[config.mk]
export PLATFORM = sky130hd
export DESIGN_NAME = polyphonic_voice_allocator
export DESIGN_NICKNAME = d
export VERILOG_FILES = /design/src/pva_pkg.sv /design/src/polyphonic_voice_allocator.sv
export SDC_FILE = /design/constraint.sdc
export NUM_CORES = 1
export LEC_CHECK = 0
export ABC_CLOCK_PERIOD_IN_PS = 3410
export BUFFER_PORTS_ARGS = -buffer_cell sky130_fd_sc_hd__buf_2
export CELL_PAD_IN_SITES_DETAIL_PLACEMENT = 1
export CELL_PAD_IN_SITES_GLOBAL_PLACEMENT = 2
export CORE_ASPECT_RATIO = 1.4
export CORE_MARGIN = 5
export CORE_UTILIZATION = 30
export CTS_CLUSTER_DIAMETER = 30
export DETAILED_ROUTE_END_ITERATION = 10
export GPL_TIMING_DRIVEN = 0
export HOLD_SLACK_MARGIN = 0.06
export PLACE_DENSITY_LB_ADDON = 0.1
export SLEW_MARGIN = 20
export SYNTH_ARGS = -nofsm -noshare
export SYNTH_HDL_FRONTEND = slang
export SYNTH_SLANG_ARGS = --single-unit
[constraint.sdc]
create_clock -name clk -period 3.41 [get_ports clk]
set_input_delay 0 -clock clk [delete_from_list [all_inputs] [get_ports clk]]
set_output_delay 0 -clock clk [all_outputs]
set_load 0.05 [all_outputs]
[src/pva_pkg.sv]
// ----------------------------------------------------------------------------
// pva_pkg - voice allocator shared definitions
// Event opcodes and result action codes for the polyphonic voice allocator.
// ----------------------------------------------------------------------------
package pva_pkg;

  typedef logic [1:0] op_t;
  typedef logic [1:0] action_t;
  typedef logic [6:0] note_t;

  // event opcodes
  localparam op_t OP_NOTE_ON    = 2'd0;
  localparam op_t OP_NOTE_OFF   = 2'd1;
  localparam op_t OP_VOICE_DONE = 2'd2;
  localparam op_t OP_CLEAR_ALL  = 2'd3;

  // result actions
  localparam action_t ACT_NONE    = 2'd0;
  localparam action_t ACT_START   = 2'd1;
  localparam action_t ACT_RELEASE = 2'd2;

  // configuration register indexes
  localparam logic CFG_VOICE_COUNT = 1'b0;
  localparam logic CFG_KEY_SYNC    = 1'b1;

  localparam logic [4:0] VOICE_COUNT_RST = 5'd8;

endpackage

[src/polyphonic_voice_allocator.sv]
// ----------------------------------------------------------------------------
// polyphonic_voice_allocator - lowest free slot allocation, round-robin stealing
// Turns note events into voice start / release actions over a bank of slots.
// ----------------------------------------------------------------------------
// Usage
//   Input channel (in_*): one note event per transfer (note on, note off,
//   voice done, clear all). Note on with zero velocity is a note off.
//   Result channel (out_*): exactly one result per event, in order, with the
//   slot mask as it stands after the event (released, silent slots dropped).
//   Config channel (cfg_*): voice count and key sync enable; always ready,
//   write only while no event is in flight.
// Sequencing (transfer to result valid)
//   Voice done, clear all: straight to commit. Note on/off: slots 0..n-1 (n =
//   voice count) are scanned behind a registered memory read; a match at slot
//   k ends the scan there. A note on with no match steals the cursor slot,
//   after one subtract of n a cycle while the cursor lies at or beyond the count.
//   One event at a time: the next is taken the cycle after its result loads.
// Reset / stall
//   Reset empties all slots, zeroes the steal cursor and loads voice count 8,
//   key sync off. No clearing pass: inactive slots never consult the memory.
//   A finished result waits in the output register; the next event is still
//   taken and held at commit until the register frees up.
// ----------------------------------------------------------------------------
module polyphonic_voice_allocator #(
  parameter int MAX_VOICES = 16
) (
  input  logic                 clk,
  input  logic                 rst_n,
  // event input
  input  logic                 in_valid,
  output logic                 in_stall,
  input  pva_pkg::op_t         in_opcode,
  input  pva_pkg::note_t       in_note_number,
  input  logic [6:0]           in_note_velocity,
  input  logic [3:0]           in_done_voice,
  // result output
  output logic                 out_valid,
  input  logic                 out_stall,
  output pva_pkg::action_t     out_action,
  output logic [3:0]           out_slot,
  output logic                 out_stolen,
  output logic                 out_sync_request,
  output logic [15:0]          out_active_mask,
  // configuration writes
  input  logic                 cfg_valid,
  output logic                 cfg_ready,
  input  logic                 cfg_index,
  input  logic [4:0]           cfg_data
);
  import pva_pkg::*;

  localparam int IDX_W = (MAX_VOICES > 1) ? $clog2(MAX_VOICES) : 1;
  localparam int CW    = (IDX_W + 1 > 5) ? IDX_W + 1 : 5;
  localparam int NMAX  = (MAX_VOICES > 31) ? 31 : MAX_VOICES;
  localparam logic [4:0] NMAX_C = 5'(NMAX);
  localparam int MASK_N = (MAX_VOICES < 16) ? MAX_VOICES : 16;

  // sequencer
  localparam logic [1:0] S_IDLE   = 2'd0;
  localparam logic [1:0] S_SCAN   = 2'd1;
  localparam logic [1:0] S_MOD    = 2'd2;
  localparam logic [1:0] S_COMMIT = 2'd3;

  logic [1:0]            state_r, state_nxt;
  op_t                   op_r, op_nxt;
  note_t                 note_r, note_nxt;
  logic [3:0]            done_r, done_nxt;
  logic [CW-1:0]         rd_idx_r, rd_idx_nxt;
  logic [IDX_W-1:0]      cmp_idx_r, cmp_idx_nxt;
  logic                  cmp_vld_r, cmp_vld_nxt;
  logic                  hit_r, hit_nxt;
  logic [IDX_W-1:0]      slot_r, slot_nxt;
  logic [IDX_W-1:0]      cursor_r, cursor_nxt;
  logic [MAX_VOICES-1:0] act_r, act_nxt;
  logic [MAX_VOICES-1:0] held_r, held_nxt;
  logic [MAX_VOICES-1:0] snd_r, snd_nxt;
  logic [4:0]            vc_r, vc_nxt;
  logic                  ksync_r, ksync_nxt;

  logic                  out_valid_r, out_valid_nxt;
  action_t               out_action_r, out_action_nxt;
  logic [3:0]            out_slot_r, out_slot_nxt;
  logic                  out_stolen_r, out_stolen_nxt;
  logic                  out_sync_r, out_sync_nxt;
  logic [15:0]           out_mask_r, out_mask_nxt;

  // note memory: one entry per slot, registered read.
  // Velocity is not stored; nothing reads it back.
  note_t                 note_mem [MAX_VOICES];
  note_t                 note_rd_r;
  logic                  mem_we;

  logic [4:0]            n_w;
  logic [CW-1:0]         n_cw;
  logic [CW-1:0]         cur_cw;
  logic                  rd_go;
  logic                  cmp_hit;
  logic                  scan_end;
  logic                  out_free;
  logic [IDX_W-1:0]      done_idx;
  logic [MAX_VOICES-1:0] a_w, h_w, s_w, a_clean;
  logic                  stolen_w;
  action_t               action_w;
  logic [15:0]           mask_w;

  assign cfg_ready = 1'b1;
  assign in_stall  = (state_r != S_IDLE);

  assign out_valid        = out_valid_r;
  assign out_action       = out_action_r;
  assign out_slot         = out_slot_r;
  assign out_stolen       = out_stolen_r;
  assign out_sync_request = out_sync_r;
  assign out_active_mask  = out_mask_r;

  // slots in use: 0 counts as 1, capped at the bank size
  assign n_w = (vc_r == 5'd0) ? 5'd1 : ((vc_r > NMAX_C) ? NMAX_C : vc_r);
  assign n_cw   = CW'(n_w);
  assign cur_cw = CW'(cursor_r);

  assign rd_go    = (state_r == S_SCAN) && (rd_idx_r < n_cw);
  assign scan_end = !cmp_vld_r && (rd_idx_r >= n_cw);
  assign out_free = !out_valid_r || !out_stall;
  assign done_idx = IDX_W'(done_r);

  // compare stage sits in the cycle after the memory read
  always_comb begin
    if (op_r == OP_NOTE_ON) begin
      cmp_hit = cmp_vld_r && (!act_r[cmp_idx_r] || !snd_r[cmp_idx_r]);
    end else begin
      cmp_hit = cmp_vld_r && act_r[cmp_idx_r] && held_r[cmp_idx_r]
                && (note_rd_r == note_r);
    end
  end

  // slot update at commit, then drop released, silent slots
  always_comb begin
    a_w      = act_r;
    h_w      = held_r;
    s_w      = snd_r;
    stolen_w = 1'b0;
    action_w = ACT_NONE;
    case (op_r)
      OP_NOTE_ON: begin
        stolen_w     = snd_r[slot_r];
        a_w[slot_r]  = 1'b1;
        h_w[slot_r]  = 1'b1;
        s_w[slot_r]  = 1'b1;
        action_w     = ACT_START;
      end
      OP_NOTE_OFF: begin
        if (hit_r) begin
          h_w[slot_r] = 1'b0;
          action_w    = ACT_RELEASE;
        end
      end
      OP_VOICE_DONE: begin
        if (32'(done_r) < MAX_VOICES) begin
          s_w[done_idx] = 1'b0;
        end
      end
      default: begin
        a_w = '0;
        h_w = '0;
        s_w = '0;
      end
    endcase
    a_clean = a_w & (h_w | s_w);
    mask_w  = '0;
    for (int i = 0; i < MASK_N; i++) begin
      mask_w[i] = a_clean[i];
    end
  end

  assign mem_we = (state_r == S_COMMIT) && out_free && (op_r == OP_NOTE_ON);

  always_comb begin
    state_nxt      = state_r;
    op_nxt         = op_r;
    note_nxt       = note_r;
    done_nxt       = done_r;
    rd_idx_nxt     = rd_idx_r;
    cmp_idx_nxt    = cmp_idx_r;
    cmp_vld_nxt    = cmp_vld_r;
    hit_nxt        = hit_r;
    slot_nxt       = slot_r;
    cursor_nxt     = cursor_r;
    act_nxt        = act_r;
    held_nxt       = held_r;
    snd_nxt        = snd_r;
    vc_nxt         = vc_r;
    ksync_nxt      = ksync_r;
    out_valid_nxt  = out_valid_r && out_stall;
    out_action_nxt = out_action_r;
    out_slot_nxt   = out_slot_r;
    out_stolen_nxt = out_stolen_r;
    out_sync_nxt   = out_sync_r;
    out_mask_nxt   = out_mask_r;

    if (cfg_valid) begin
      case (cfg_index)
        CFG_VOICE_COUNT: vc_nxt    = cfg_data;
        CFG_KEY_SYNC:    ksync_nxt = cfg_data[0];
        default:         vc_nxt    = vc_r;
      endcase
    end

    case (state_r)
      S_IDLE: begin
        if (in_valid) begin
          // zero velocity note on behaves as note off
          if (in_opcode == OP_NOTE_ON && in_note_velocity == 7'd0) begin
            op_nxt = OP_NOTE_OFF;
          end else begin
            op_nxt = in_opcode;
          end
          note_nxt    = in_note_number;
          done_nxt    = in_done_voice;
          rd_idx_nxt  = '0;
          cmp_vld_nxt = 1'b0;
          hit_nxt     = 1'b0;
          slot_nxt    = '0;
          if (in_opcode == OP_NOTE_ON || in_opcode == OP_NOTE_OFF) begin
            state_nxt = S_SCAN;
          end else begin
            state_nxt = S_COMMIT;
          end
        end
      end
      S_SCAN: begin
        cmp_vld_nxt = rd_go;
        if (rd_go) begin
          cmp_idx_nxt = rd_idx_r[IDX_W-1:0];
          rd_idx_nxt  = rd_idx_r + CW'(1);
        end
        if (cmp_hit) begin
          hit_nxt   = 1'b1;
          slot_nxt  = cmp_idx_r;
          state_nxt = S_COMMIT;
        end else if (scan_end) begin
          state_nxt = (op_r == OP_NOTE_ON) ? S_MOD : S_COMMIT;
        end
      end
      S_MOD: begin
        // cursor mod n by repeated subtract, then advance with wrap
        if (cur_cw >= n_cw) begin
          cursor_nxt = IDX_W'(cur_cw - n_cw);
        end else begin
          slot_nxt = cursor_r;
          if (cur_cw + CW'(1) == n_cw) begin
            cursor_nxt = '0;
          end else begin
            cursor_nxt = IDX_W'(cur_cw + CW'(1));
          end
          state_nxt = S_COMMIT;
        end
      end
      S_COMMIT: begin
        if (out_free) begin
          act_nxt  = a_clean;
          held_nxt = h_w;
          snd_nxt  = s_w;
          if (op_r == OP_CLEAR_ALL) begin
            cursor_nxt = '0;
          end
          out_valid_nxt  = 1'b1;
          out_action_nxt = action_w;
          out_slot_nxt   = (action_w == ACT_NONE) ? 4'd0 : 4'(slot_r);
          out_stolen_nxt = stolen_w;
          out_sync_nxt   = (action_w == ACT_START) && ksync_r && !stolen_w;
          out_mask_nxt   = mask_w;
          state_nxt      = S_IDLE;
        end
      end
      default: state_nxt = S_IDLE;
    endcase
  end

  // control state
  always_ff @(posedge clk) begin
    if (!rst_n) begin
      state_r     <= S_IDLE;
      cmp_vld_r   <= 1'b0;
      cursor_r    <= '0;
      act_r       <= '0;
      held_r      <= '0;
      snd_r       <= '0;
      vc_r        <= VOICE_COUNT_RST;
      ksync_r     <= 1'b0;
      out_valid_r <= 1'b0;
    end else begin
      state_r     <= state_nxt;
      cmp_vld_r   <= cmp_vld_nxt;
      cursor_r    <= cursor_nxt;
      act_r       <= act_nxt;
      held_r      <= held_nxt;
      snd_r       <= snd_nxt;
      vc_r        <= vc_nxt;
      ksync_r     <= ksync_nxt;
      out_valid_r <= out_valid_nxt;
    end
  end

  // payload
  always_ff @(posedge clk) begin
    op_r         <= op_nxt;
    note_r       <= note_nxt;
    done_r       <= done_nxt;
    rd_idx_r     <= rd_idx_nxt;
    cmp_idx_r    <= cmp_idx_nxt;
    hit_r        <= hit_nxt;
    slot_r       <= slot_nxt;
    out_action_r <= out_action_nxt;
    out_slot_r   <= out_slot_nxt;
    out_stolen_r <= out_stolen_nxt;
    out_sync_r   <= out_sync_nxt;
    out_mask_r   <= out_mask_nxt;
  end

  // note memory; writes only at commit, reads only while scanning,
  // so the two never meet in one cycle
  always_ff @(posedge clk) begin
    if (mem_we) begin
      note_mem[slot_r] <= note_r;
    end
    if (rd_go) begin
      note_rd_r <= note_mem[rd_idx_r[IDX_W-1:0]];
    end
  end

  // checks
  a_held_needs_active: assert property (@(posedge clk) disable iff (!rst_n)
    (held_r & ~act_r) == '0)
    else $error("held slot is not active");

  a_cleanup_done: assert property (@(posedge clk) disable iff (!rst_n)
    (act_r & ~(held_r | snd_r)) == '0)
    else $error("released silent slot left active");

  a_idle_result_clean: assert property (@(posedge clk) disable iff (!rst_n)
    (out_valid_r && out_action_r == ACT_NONE) |->
      (out_slot_r == 4'd0 && !out_stolen_r && !out_sync_r))
    else $error("empty result carries slot or flags");

  a_commit_loads: assert property (@(posedge clk) disable iff (!rst_n)
    (state_r == S_COMMIT && out_free) |=> (out_valid_r && state_r == S_IDLE))
    else $error("commit did not load result register");

  a_steal_no_sync: assert property (@(posedge clk) disable iff (!rst_n)
    (out_valid_r && out_stolen_r) |-> !out_sync_r)
    else $error("sync requested on stolen voice");

endmodule
==> key figures, run 1 <==
Outcome
  • Status: completed

Critical path
  • FF-to-FF path depth: 10
  • Crit path top cell by count: nor2_1
  • Critical path buffers and inverters: 2
  • CP delay by family, top: simple AND/OR/NAND/NOR gates
  • RR Endpoint: act_r[8]$_SDFFE_PN0P_
  • Startpoint Class: flop
  • WS Path Type: flop to flop
  • Slowest CP cell: a211oi_1
  • Reg2reg setup slack: around 0.16 ns
  • Worst Setup End Kind: flop
  • R2r startpoint: op_r[1]$_SDFFCE_PP0P_
  • Crit-path max FO: 10
  • CP cell instances: inv_1 > ha_1 > buf_6 > nand3b_1 > nor3_2 > nor2_1 > a211oi_1 > o221a_2 > mux2i_1 > nor2_1
  • CP required: slightly below 4 ns
  • Worst EP arrival: approximately 3.8 ns
  • Worst path max stage delay: 0.59 ns

Die
  • Die width: roughly 170 um
  • Die area: between 30000 and 40000 um^2
  • Initial Util: just over 30%
  • CORE AREA: 35700 um^2
  • Die H: about 230 um
  • Io pins: slightly below 60
  • Row count: 82

Synthesis
  • Syn Nets: approximately 900
  • Post-synth top cells: 170 x edfxtp_1, 96 x nand2_1, 90 x nor2_1, 62 x dfxtp_1, 60 x a21oi_1
  • Simple-gate share of the synthesized area: 12.27%
  • Yosys reg bits: between 200 and 250
  • Netlist Area Pre-Place: 10770 um^2
  • Netlist cell types: between 50 and 60
  • Cell count after synthesis: 842
  • Area leader, netlist: edfxtp_1
  • Post-synthesis xor/xnor area fraction: about 1.2%
  • Post-synth top area share: between 40% and 50%
  • Adder and majority gate portion of the synthesized area: 2.508%
  • Post-synth EDFFs: 170
  • Largest family of logic cells by synthesized area: multiplexers
  • Async S/R FF share, synth: 0%
  • Top FF cell, synth: edfxtp_1
  • Syn_area_per_cell: roughly 13 um^2
  • Area contributors post-synth: edfxtp_1 47%, dfxtp_1 12%, mux4_2 9.8%
  • Most frequent cell after synthesis: edfxtp_1
  • Compound-Gate Fraction of Synth Area: 8.872%
  • Post-synthesis mux area share: 13.56%
  • Post-synthesis sequential area ratio: 58.90%
  • Yosys warns: 0

Worst hold path
  • Hold crit path type: primary input to flop
  • Worst hold stages: 2
  • Min-delay src: in_done_voice[1]
  • Hold Path Sink: done_idx[1]$_DFFE_PP_

STA
  • Fmax: ~300 MHz
  • Least-Margin Pin Slew: 1.016 ns
  • Unrepaired setup endpoints after global routing: no
  • Final hold slack: about 0.13 ns
  • Slew Limit Headroom: a little under a third
  • Slew Limit Fails: 0
  • Final Hold Fails: 0
  • Tmin final: 3.254 ns
  • Endpoints failing setup: 0
  • Final Cycle Share: roughly 95%
  • Total Neg Setup Slack: 0 ns
  • Clk_skew: about 0.021 ns

GRT
  • Vias in the first global route: roughly 8100
  • Initial antenna violation count: 0
  • All-Layer GR Usage: 17.53%
  • GRT Residual Overflow: 0
  • First-pass GRT wire length: between 50000 and 60000 um
  • Largest net degree at the start of global routing: 26

Final layout
  • Diodes inserted: 0
  • FF/Latch Area: approximately 6300 um^2
  • Final nets: 1038
  • Area of the multi-input gates: 4225 um^2
  • Final Non-Filler Cells: around 1500
  • P&R area growth vs syn: 29.59%
  • Number of fill cells: between 3000 and 4000
  • Ratio of cells with drive above 1 in the final layout: approximately 25%

Route
  • Avg Vias per Cell: ~5
  • Routed wire per std cell: around 23 um
  • Vias after detailed routing: 7408
  • DRC viols: 0
  • WL final: approximately 35000 um
  • Routed Antenna Nets: 0
  • Initial DRC count: between 300 and 400
  • TritonRoute pass-1 iters: 6

Clocking
  • CTS tree: yes
  • Register clock-pin slew on the reported worst setup and hold paths: ~0.05 ns
  • Htree depth: 2
  • Clock sinks: between 200 and 250
  • Clk buf depth: 3
  • Number of clock buffers inserted by TritonCTS: 54
  • CTS Root Cell: clkbuf_16
  • Clk Latency, worst-skew pair: 0.58 ns
  • Post-CTS setup buffers: 0

Power and ir drop
  • Pwr dens: 841.8 nW/um^2
  • Peak supply drop: ~0.55 mV
  • Leak pwr: a little under 5 nW

Placed design
  • Port Buffers: 56
  • DPL Wire Length: between 20000 and 30000 um
  • Post-Place Cells: between 1000 and 1500
  • Routability cong.: between 0.8 and 0.9

Job
  • Max-cap viol count: 0
[placed cells by master, fill, tap and decap left out, types with 10 or more instances in the layout]
cell type,count
inv_1,11
nand3_1,18
nand2_1,96
buf_2,58
mux4_2,47
a211oi_1,19
and2_1,10
edfxtp_1,170
dfxtp_1,62
mux2i_1,26
clkbuf_16,54
o21ai_0,16
a21oi_1,60
ha_1,20
nor3_2,17
dlygate4sd3_1,31
nor2b_1,15
clkbuf_1,34
nor2_1,90
o221a_2,16
nor3_1,17
[flip-flops by register name, indices dropped and copies added (netlist names), 5 cells and up]
name and flops:
act_r 16, held_r 16, note_mem 112, note_r 7
note_rd_r 7, out_active_mask 16, rd_idx_r 5, snd_r 16
vc_r 5
[power breakdown]
part | total [mW] | internal (mW) | switching, mW
sequential | 3.67 | 3.38 | 0.289
clock | 5.35 | 3.55 | 1.80
combinational | 2.73 | 1.05 | 1.68
[metrics by stage]
| stage | power [mW] | area [um^2] | setup slack, ns | utilization, % |
|---|---|---|---|---|
| 6_report | 11.75 | 13960 | 0.1556 | 39.11 |
| 2_1_floorplan | 5.453 | 10770 | 0.8332 | - |
| 3_5_place_dp | 6.472 | 11690 | -0.03733 | 32.74 |
| 3_3_place_gp | 6.441 | 11630 | -0.5025 | 32.58 |
| 4_1_cts | 11.92 | 13920 | 0.01984 | 38.99 |
| 5_1_grt | 12.27 | 13960 | 0.005546 | 39.11 |
[timing repair]
action,CTS,global route
endpoints found under the hold margin,23,0
hold buffers,31,0
gates resized for setup,1,5
pin swaps,0,0
endpoints found under the setup margin,1,8
[final cells by class]
| cell class | instances | area share (%) |
|---|---|---|
| sequential | 232 | 45.45 |
| multi-input combinational | 546 | 30.26 |
| clock buffer | 55 | 9.705 |
| timing repair buffer | 88 | 4.373 |
| tap | 462 | 4.140 |
| clock inverter | 46 | 4.024 |
| buffer | 50 | 1.667 |
| inverter | 14 | 0.3764 |
[worst register-to-register path, delay by kind of cell (launching register included)]
family | cells | cell delay [ns]
and+or+nand+nor | 4 | 1.10
AOI/OAI and AO/OA | 2 | 0.92
DFF | 1 | 0.42
buffers and inverters | 2 | 0.34
adders and majority gates | 1 | 0.31
muxes | 1 | 0.07
[cells by family (layout without fill, tap and decap cells)]
| group | count (synthesis) | in the layout |
|---|---|---|
| AO/OA/AOI/OAI | 138 | 138 |
| XOR/XNOR | 15 | 15 |
| adder cells (fa/ha/maj) | 21 | 21 |
| buffers and inverters | 64 | 253 |
| flip-flops | 232 | 232 |
| multiplexers | 79 | 79 |
| other | 1 | 1 |
| AND/OR/NAND/NOR | 292 | 292 |
[routing by layer]
metal  GRT usage (%)  routed length, um
met5               0                  0
met1           19.17              13290
met2           33.93              19400
met4           5.743                954
met3           2.968               1037
[how the worst max path moves through the flow]
stage | startpoint | to | slack, ns | cells past startpoint
after floorplan | vc_r[1]$_SDFFE_PN0P_ | slot_r[0]$_DFFE_PP_ | 0.83 | 10
after global placement | state_r[0]$_SDFFE_PN0P_ | note_mem[1][3]$_DFFE_PP_ | -0.50 | 5
after detailed placement | op_r[1]$_SDFFCE_PP0P_ | act_r[9]$_SDFFE_PN0P_ | -0.04 | 10
after CTS | rd_idx_r[0]$_SDFFCE_PN0P_ | state_r[1]$_SDFFE_PN0P_ | 0.02 | 9
after global routing | vc_r[1]$_SDFFE_PN0P_ | state_r[1]$_SDFFE_PN0P_ | 0.006 | 12
final | op_r[1]$_SDFFCE_PP0P_ | act_r[8]$_SDFFE_PN0P_ | 0.16 | 10
(Power assumes the default switching activity.)
==> inputs of run 2 (changes only) <==
--- a/config.mk
+++ b/config.mk
@@ -6,7 +6,7 @@
 export NUM_CORES = 1
 export LEC_CHECK = 0
 export ABC_CLOCK_PERIOD_IN_PS = 3410
-export BUFFER_PORTS_ARGS = -buffer_cell sky130_fd_sc_hd__buf_2
+export BUFFER_PORTS_ARGS = -buffer_cell sky130_fd_sc_hd__buf_4
 export CELL_PAD_IN_SITES_DETAIL_PLACEMENT = 1
 export CELL_PAD_IN_SITES_GLOBAL_PLACEMENT = 2
 export CORE_ASPECT_RATIO = 1.4
==> key figures, run 2 (synthesis gave the netlist of run 1 again) <==
STA
  • Slew Limit Fails: 0 (unchanged)
  • Unrepaired setup endpoints after global routing: no
  • Total Neg Setup Slack: 0 ns (unchanged)
  • Clk_skew: 0.02541 ns (+0.004106 ns)
  • Fmax: 312.9 MHz (+1.8%)
  • Final hold slack: 0.1397 ns (+0.009622 ns)
  • Endpoints failing setup: 0 (unchanged)
  • Slew Limit Headroom: 29.53% (-2.1 points)
  • Final Hold Fails: 0 (unchanged)
  • Tmin final: 3.196 ns (-0.05820 ns)
  • Final Cycle Share: 93.73% (-1.7 points)
  • Least-Margin Pin Slew: 1.049 ns (+0.03346 ns)

Worst hold path
  • Min-delay src: in_note_number[1]
  • Hold crit path type: primary input to flop

Critical path
  • Worst Setup End Kind: flop
  • R2r startpoint: op_r[0]$_SDFFCE_PP1P_
  • Crit path top cell by count: nor2_1
  • Worst EP arrival: 3.68 ns (-0.08 ns)
  • CP delay by family, top: simple AND/OR/NAND/NOR gates
  • CP cell instances: inv_1 > ha_1 > nand3b_1 > nor3_1 > nor2_1 > a211oi_1 > o221a_2 > mux2i_1 > nor2_1
  • Startpoint Class: flop
  • Crit-path max FO: 7 (-3)
  • Critical path buffers and inverters: 1 (-1)
  • Worst path max stage delay: 0.91 ns (+0.32 ns)
  • CP required: 3.90 ns (-0.02 ns)
  • Slowest CP cell: nor3_1
  • WS Path Type: flop to flop
  • Crit path launch: op_r[0]$_SDFFCE_PP1P_

Clocking
  • Htree depth: 2 (unchanged)
  • CTS tree: yes
  • Clk buf depth: 3 (unchanged)
  • Clock sinks: 232 (unchanged)
  • Number of clock buffers inserted by TritonCTS: 56 (+3.7%)
  • Post-CTS setup buffers: 0 (unchanged)
  • Clk Latency, worst-skew pair: 0.58 ns (about the same)
  • Register clock-pin slew on the reported worst setup and hold paths: 0.05 ns (about the same)
  • CTS Root Cell: clkbuf_16

GRT
  • All-Layer GR Usage: 17.62% (+0.090 points)
  • Initial antenna violation count: 0 (unchanged)
  • Vias in the first global route: 8301 (+2.1%)
  • Largest net degree at the start of global routing: 26 (unchanged)
  • First-pass GRT wire length: 52240 um (+0.82%)
  • GRT Residual Overflow: 0 (unchanged)

Route
  • Initial DRC count: 323 (-3.3%)
  • DRC viols: 0 (unchanged)
  • Avg Vias per Cell: 4.987 (+0.50%)
  • Routed wire per std cell: 23.19 um (-0.19%)
  • WL final: 34740 um (+0.14%)
  • Top Metal Used: met4
  • Met2 routed WL: 19450 um (+0.23%)
  • TritonRoute pass-1 iters: 4 (-2)
  • Met3 wire len: 911 um (-12%)
  • Vias after detailed routing: 7470 (+0.84%)
  • Routed Antenna Nets: 0 (unchanged)
  • WL met1: 13270 um (-0.13%)

Final layout
  • Max reg flops: 112 (unchanged)
  • Number of fill cells: 3774 (+0.32%)
  • Ratio of cells with drive above 1 in the final layout: 24.90% (-0.22 points)
  • Biggest register: note_mem
  • Diodes inserted: 0 (unchanged)
  • Commonest non-fill, non-tap cells in the layout: 170 x edfxtp_1, 96 x nand2_1, 90 x nor2_1
  • Area of the multi-input gates: 4222 um^2 (about the same)
  • Commonest non-fill, non-tap cell in the layout: edfxtp_1
  • FF/Latch Area: 6346 um^2 (unchanged)
  • Post-Route Utilization: 39.83% (+0.73 points)
  • Final nets: 1040 (+0.19%)
  • P&R area growth vs syn: 32.01%

Placed design
  • Port Buffers: 56 (unchanged)
  • Routability cong.: 0.8278 (+2.4%)
  • DPL Wire Length: 25110 um (-0.72%)

Outcome
  • Status: completed

Power and ir drop
  • Peak supply drop: 0.4390 mV (-21%)
  • Total power: 12.09 mW (+2.9%)
  • Leak pwr: 4.904 nW (+1.9%)
  • Pwr dens: 850.2 nW/um^2 (+0.99%)

Die
  • CORE AREA: 35700 um^2 (unchanged)
  • Row count: 82 (unchanged)
  • Io pins: 58 (unchanged)
  • Die H: 234.2 um (unchanged)
  • Die width: 170.2 um (unchanged)
  • Die area: 39860 um^2 (unchanged)
  • Initial Util: 30.18% (unchanged)

Job
  • Max-cap viol count: 0 (unchanged)
[run 2: changes by cell type in the layout (fill, tap and decap cells not counted), sizes merged]
cell | before | now
clkinv | 24 | 22
buf | 71 | 72
clkbuf | 91 | 99
clkinvlp | 5 | 7
inv | 23 | 16
bufinv | 8 | 11
[run 2: cell type report]
type | instances | area share (%)
sequential | 232 | 44.62
multi-input combinational | 546 | 29.68
clock buffer | 64 | 10.42
timing repair buffer | 88 | 5.278
tap | 462 | 4.064
clock inverter | 42 | 3.941
buffer | 50 | 1.628
inverter | 14 | 0.3695
[run 2: report_power, final]
| part | leakage (nW) | internal, mW | switching (mW) |
|---|---|---|---|
| Clock | 0.984 | 3.95 | 1.74 |
| Sequential | 2.06 | 3.38 | 0.286 |
| Combinational | 1.86 | 1.06 | 1.67 |
| Total | 4.90 | 8.39 | 3.70 |
[run 2: metrics by stage]
stage	instance area, um^2	worst slack (ns)	std cells
after detailed placement	11830	0.004995	1361
after global routing	14220	0.00003642	1498
after floorplan	10770	0.8332	842
after global placement	11770	-0.4883	1360
after CTS	14190	0.06813	1498
final	14220	0.2138	1498
[run 2: worst paths after layout]
path	cells after the start	end	slack [ns]
worst max-delay path	9	act_r[1]$_SDFFE_PN0P_	0.21
worst min-delay path	2	note_r[1]$_DFFE_PP_	0.14
worst max register to register	9	act_r[1]$_SDFFE_PN0P_	0.21
worst min register to register	2	held_r[4]$_SDFFE_PN0P_	0.48
[run 2: repair_timing]
action                                  4_1_cts  5_1_grt
endpoints found under the setup margin        1        5
gates resized for setup                       1        2
hold buffers                                 31        0
hold endpoints to repair                     23        0
[run 2: per-layer routing]
metal,GRT usage (%),up-vias
li1,-,3481
met1,19.01,3800
met2,34.14,128
met3,2.901,61
met4,6.417,0
met5,0,-
==> inputs of run 3 (changes only) <==
--- a/config.mk
+++ b/config.mk
@@ -17,6 +17,7 @@
 export GPL_TIMING_DRIVEN = 0
 export HOLD_SLACK_MARGIN = 0.06
 export PLACE_DENSITY_LB_ADDON = 0.1
+export REMOVE_ABC_BUFFERS = 1
 export SLEW_MARGIN = 20
 export SYNTH_ARGS = -nofsm -noshare
 export SYNTH_HDL_FRONTEND = slang
==> key figures, run 3 (synthesis gave the netlist of run 1 again) <==
STA
  • Least-Margin Pin Slew: 0.9513 ns (-0.09768 ns)
  • Final Hold Fails: 0 (unchanged)
  • Final Cycle Share: 94.30% (+0.57 points)
  • Total Neg Setup Slack: 0 ns (unchanged)
  • Clk_skew: 0.01279 ns (-0.01262 ns)
  • Endpoints failing setup: 0 (unchanged)
  • Tmin final: 3.216 ns (+0.01944 ns)
  • Unrepaired setup endpoints after global routing: no
  • Slew Limit Fails: 0 (unchanged)
  • Slew Limit Headroom: 36.58% (+7.1 points)
  • Fmax: 311.0 MHz (-0.60%)

Job
  • Max-cap viol count: 0 (unchanged)

Clocking
  • Clk buf depth: 3 (unchanged)
  • Number of clock buffers inserted by TritonCTS: 48 (-14%)
  • Clk Latency, worst-skew pair: 0.55 ns (-0.03 ns)
  • CTS tree: yes
  • Register clock-pin slew on the reported worst setup and hold paths: 0.05 ns (about the same)
  • Htree depth: 2 (unchanged)
  • CTS Root Cell: clkbuf_16
  • Clock sinks: 232 (unchanged)

Final layout
  • Number of fill cells: 3721 (-1.4%)
  • Diodes inserted: 0 (unchanged)
  • Ratio of cells with drive above 1 in the final layout: 25.96% (+1.1 points)
  • Final Non-Filler Cells: 1448 (-3.3%)
  • Commonest non-fill, non-tap cells in the layout: 170 x edfxtp_1, 95 x nand2_1, 88 x nor2_1
  • P&R area growth vs syn: 27.57%
  • Max reg flops: 112 (unchanged)
  • Commonest non-fill, non-tap cell in the layout: edfxtp_1
  • Biggest register: note_mem
  • FF/Latch Area: 6346 um^2 (unchanged)
  • Final nets: 998 (-4.0%)
  • Post-Route Utilization: 38.50% (-1.3 points)
  • Area of the multi-input gates: 4223 um^2 (about the same)

Power and ir drop
  • Peak supply drop: 0.3303 mV (-25%)
  • Leak pwr: 4.701 nW (-4.1%)
  • Pwr dens: 790.1 nW/um^2 (-7.1%)
  • Total power: 10.86 mW (-10%)

GRT
  • Vias in the first global route: 8080 (-2.7%)
  • GRT Residual Overflow: 0 (unchanged)
  • All-Layer GR Usage: 16.62% (-1.0 points)
  • Largest net degree at the start of global routing: 46 (+77%)
  • Initial antenna violation count: 0 (unchanged)
  • First-pass GRT wire length: 49890 um (-4.5%)

Route
  • Avg Vias per Cell: 5.077 (+1.8%)
  • TritonRoute pass-1 iters: 4 (unchanged)
  • DRC viols: 0 (unchanged)
  • Top Metal Used: met4
  • Routed Antenna Nets: 0 (unchanged)
  • Met2 routed WL: 17780 um (-8.6%)
  • Vias after detailed routing: 7352 (-1.6%)
  • Routed wire per std cell: 22.69 um (-2.1%)
  • WL final: 32860 um (-5.4%)
  • WL met1: 13050 um (-1.7%)
  • Met3 wire len: 910 um (-0.11%)
  • Initial DRC count: 411 (+27%)

Die
  • Die H: 234.2 um (unchanged)
  • Initial Util: 30.18% (unchanged)
  • Row count: 82 (unchanged)
  • Die width: 170.2 um (unchanged)
  • CORE AREA: 35700 um^2 (unchanged)
  • Io pins: 58 (unchanged)
  • Die area: 39860 um^2 (unchanged)

Placed design
  • DPL Wire Length: 22960 um (-8.6%)
  • Post-Place Cells: 1327 (-2.5%)
  • Port Buffers: 56 (unchanged)
  • Routability cong.: 0.7937 (-4.1%)

Critical path
  • WS Path Type: flop to flop
  • Worst EP arrival: 3.39 ns (-0.29 ns)
  • CP required: 3.58 ns (-0.32 ns)
  • Crit path top cell by count: nor4_1
  • Startpoint Class: flop
  • Worst Setup End Kind: flop
  • CP cell instances: xor2_1 > nor4_1 > nand4_1 > o21ai_2 > a31oi_4 > nor4_1
  • Slowest CP cell: nor4_1
  • Crit-path max FO: 17 (+10)
  • Worst path max stage delay: 0.76 ns (-0.15 ns)

Worst hold path
  • Hold crit path type: primary input to flop

Outcome
  • Status: completed
==> run 3: cell types whose count changed in the layout (fill, tap and decap cells not counted), moves of 3 or more <==
cell	previous run	this run
bufinv_16	11	3
clkbuf_16	56	49
inv_6	1	8
buf_4	58	64
buf_8	0	3
clkbuf_8	6	0
buf_1	8	0
buf_16	0	3
clkinv_4	2	5
clkinv_1	8	4
clkbuf_1	36	4
==> run 3: power breakdown <==
group	leakage, nW	switching [mW]	internal (mW)
Clock	0.758	1.60	2.87
Combinational	1.88	1.40	1.12
Sequential	2.06	0.488	3.38
==> run 3: path summary, 6_finish.rpt <==
check | startpoint | end | slack [ns] | cells past startpoint
setup / recovery | note_r[4]$_DFFE_PP_ | slot_r[0]$_DFFE_PP_ | 0.19 | 6
setup reg to reg | note_r[4]$_DFFE_PP_ | slot_r[0]$_DFFE_PP_ | 0.19 | 6
hold / removal | in_note_number[4] | note_r[4]$_DFFE_PP_ | 0.17 | 2
hold reg to reg | held_r[2]$_SDFFE_PN0P_ | held_r[2]$_SDFFE_PN0P_ | 0.47 | 2
==> run 3: cell type report <==
cell class              instances  area share, %
repair buffers                104          7.137
clock inverters                37          2.321
inverters                      14         0.4097
flip-flops and latches        232          46.17
clock buffers                  53          9.031
well taps                     462          4.206
multi-input cells             546          30.72
==> run 3: repair_timing <==
action                                  in CTS  in global routing
hold endpoints to repair                    40                  0
buffers inserted                             2                  0
resized for setup                            1                  0
hold buffers                                29                  0
endpoints found under the setup margin      13                  0
==> run 3: layer usage <==
metal / vias to the layer above / GRT usage, %
met5: - / 0
met4: 0 / 6.392
met3: 73 / 2.631
met2: 129 / 30.63
met1: 3754 / 19.21
li1: 3396 / -
==> run 3: stage by stage <==
step / worst slack (ns) / instance area, um^2 / hold slack, ns
CTS: 0.1127 / 13740 / 0.1287
global route: 0.05198 / 13740 / 0.1590
global placement: -1.331 / 11540 / 0.1791
detailed placement: -0.1486 / 11860 / 0.1796
finish: 0.1944 / 13740 / 0.1721
floorplan: 0.4086 / 10540 / 0.06194
==> run 3: worst max-delay path, delay by kind of cell (launching register included) <==
kind | cells | cell delay [ns]
and+or+nand+nor | 3 | 1.63
DFF | 1 | 0.65
xor gates and xnor gates | 1 | 0.26
AOI/OAI and AO/OA | 2 | 0.30
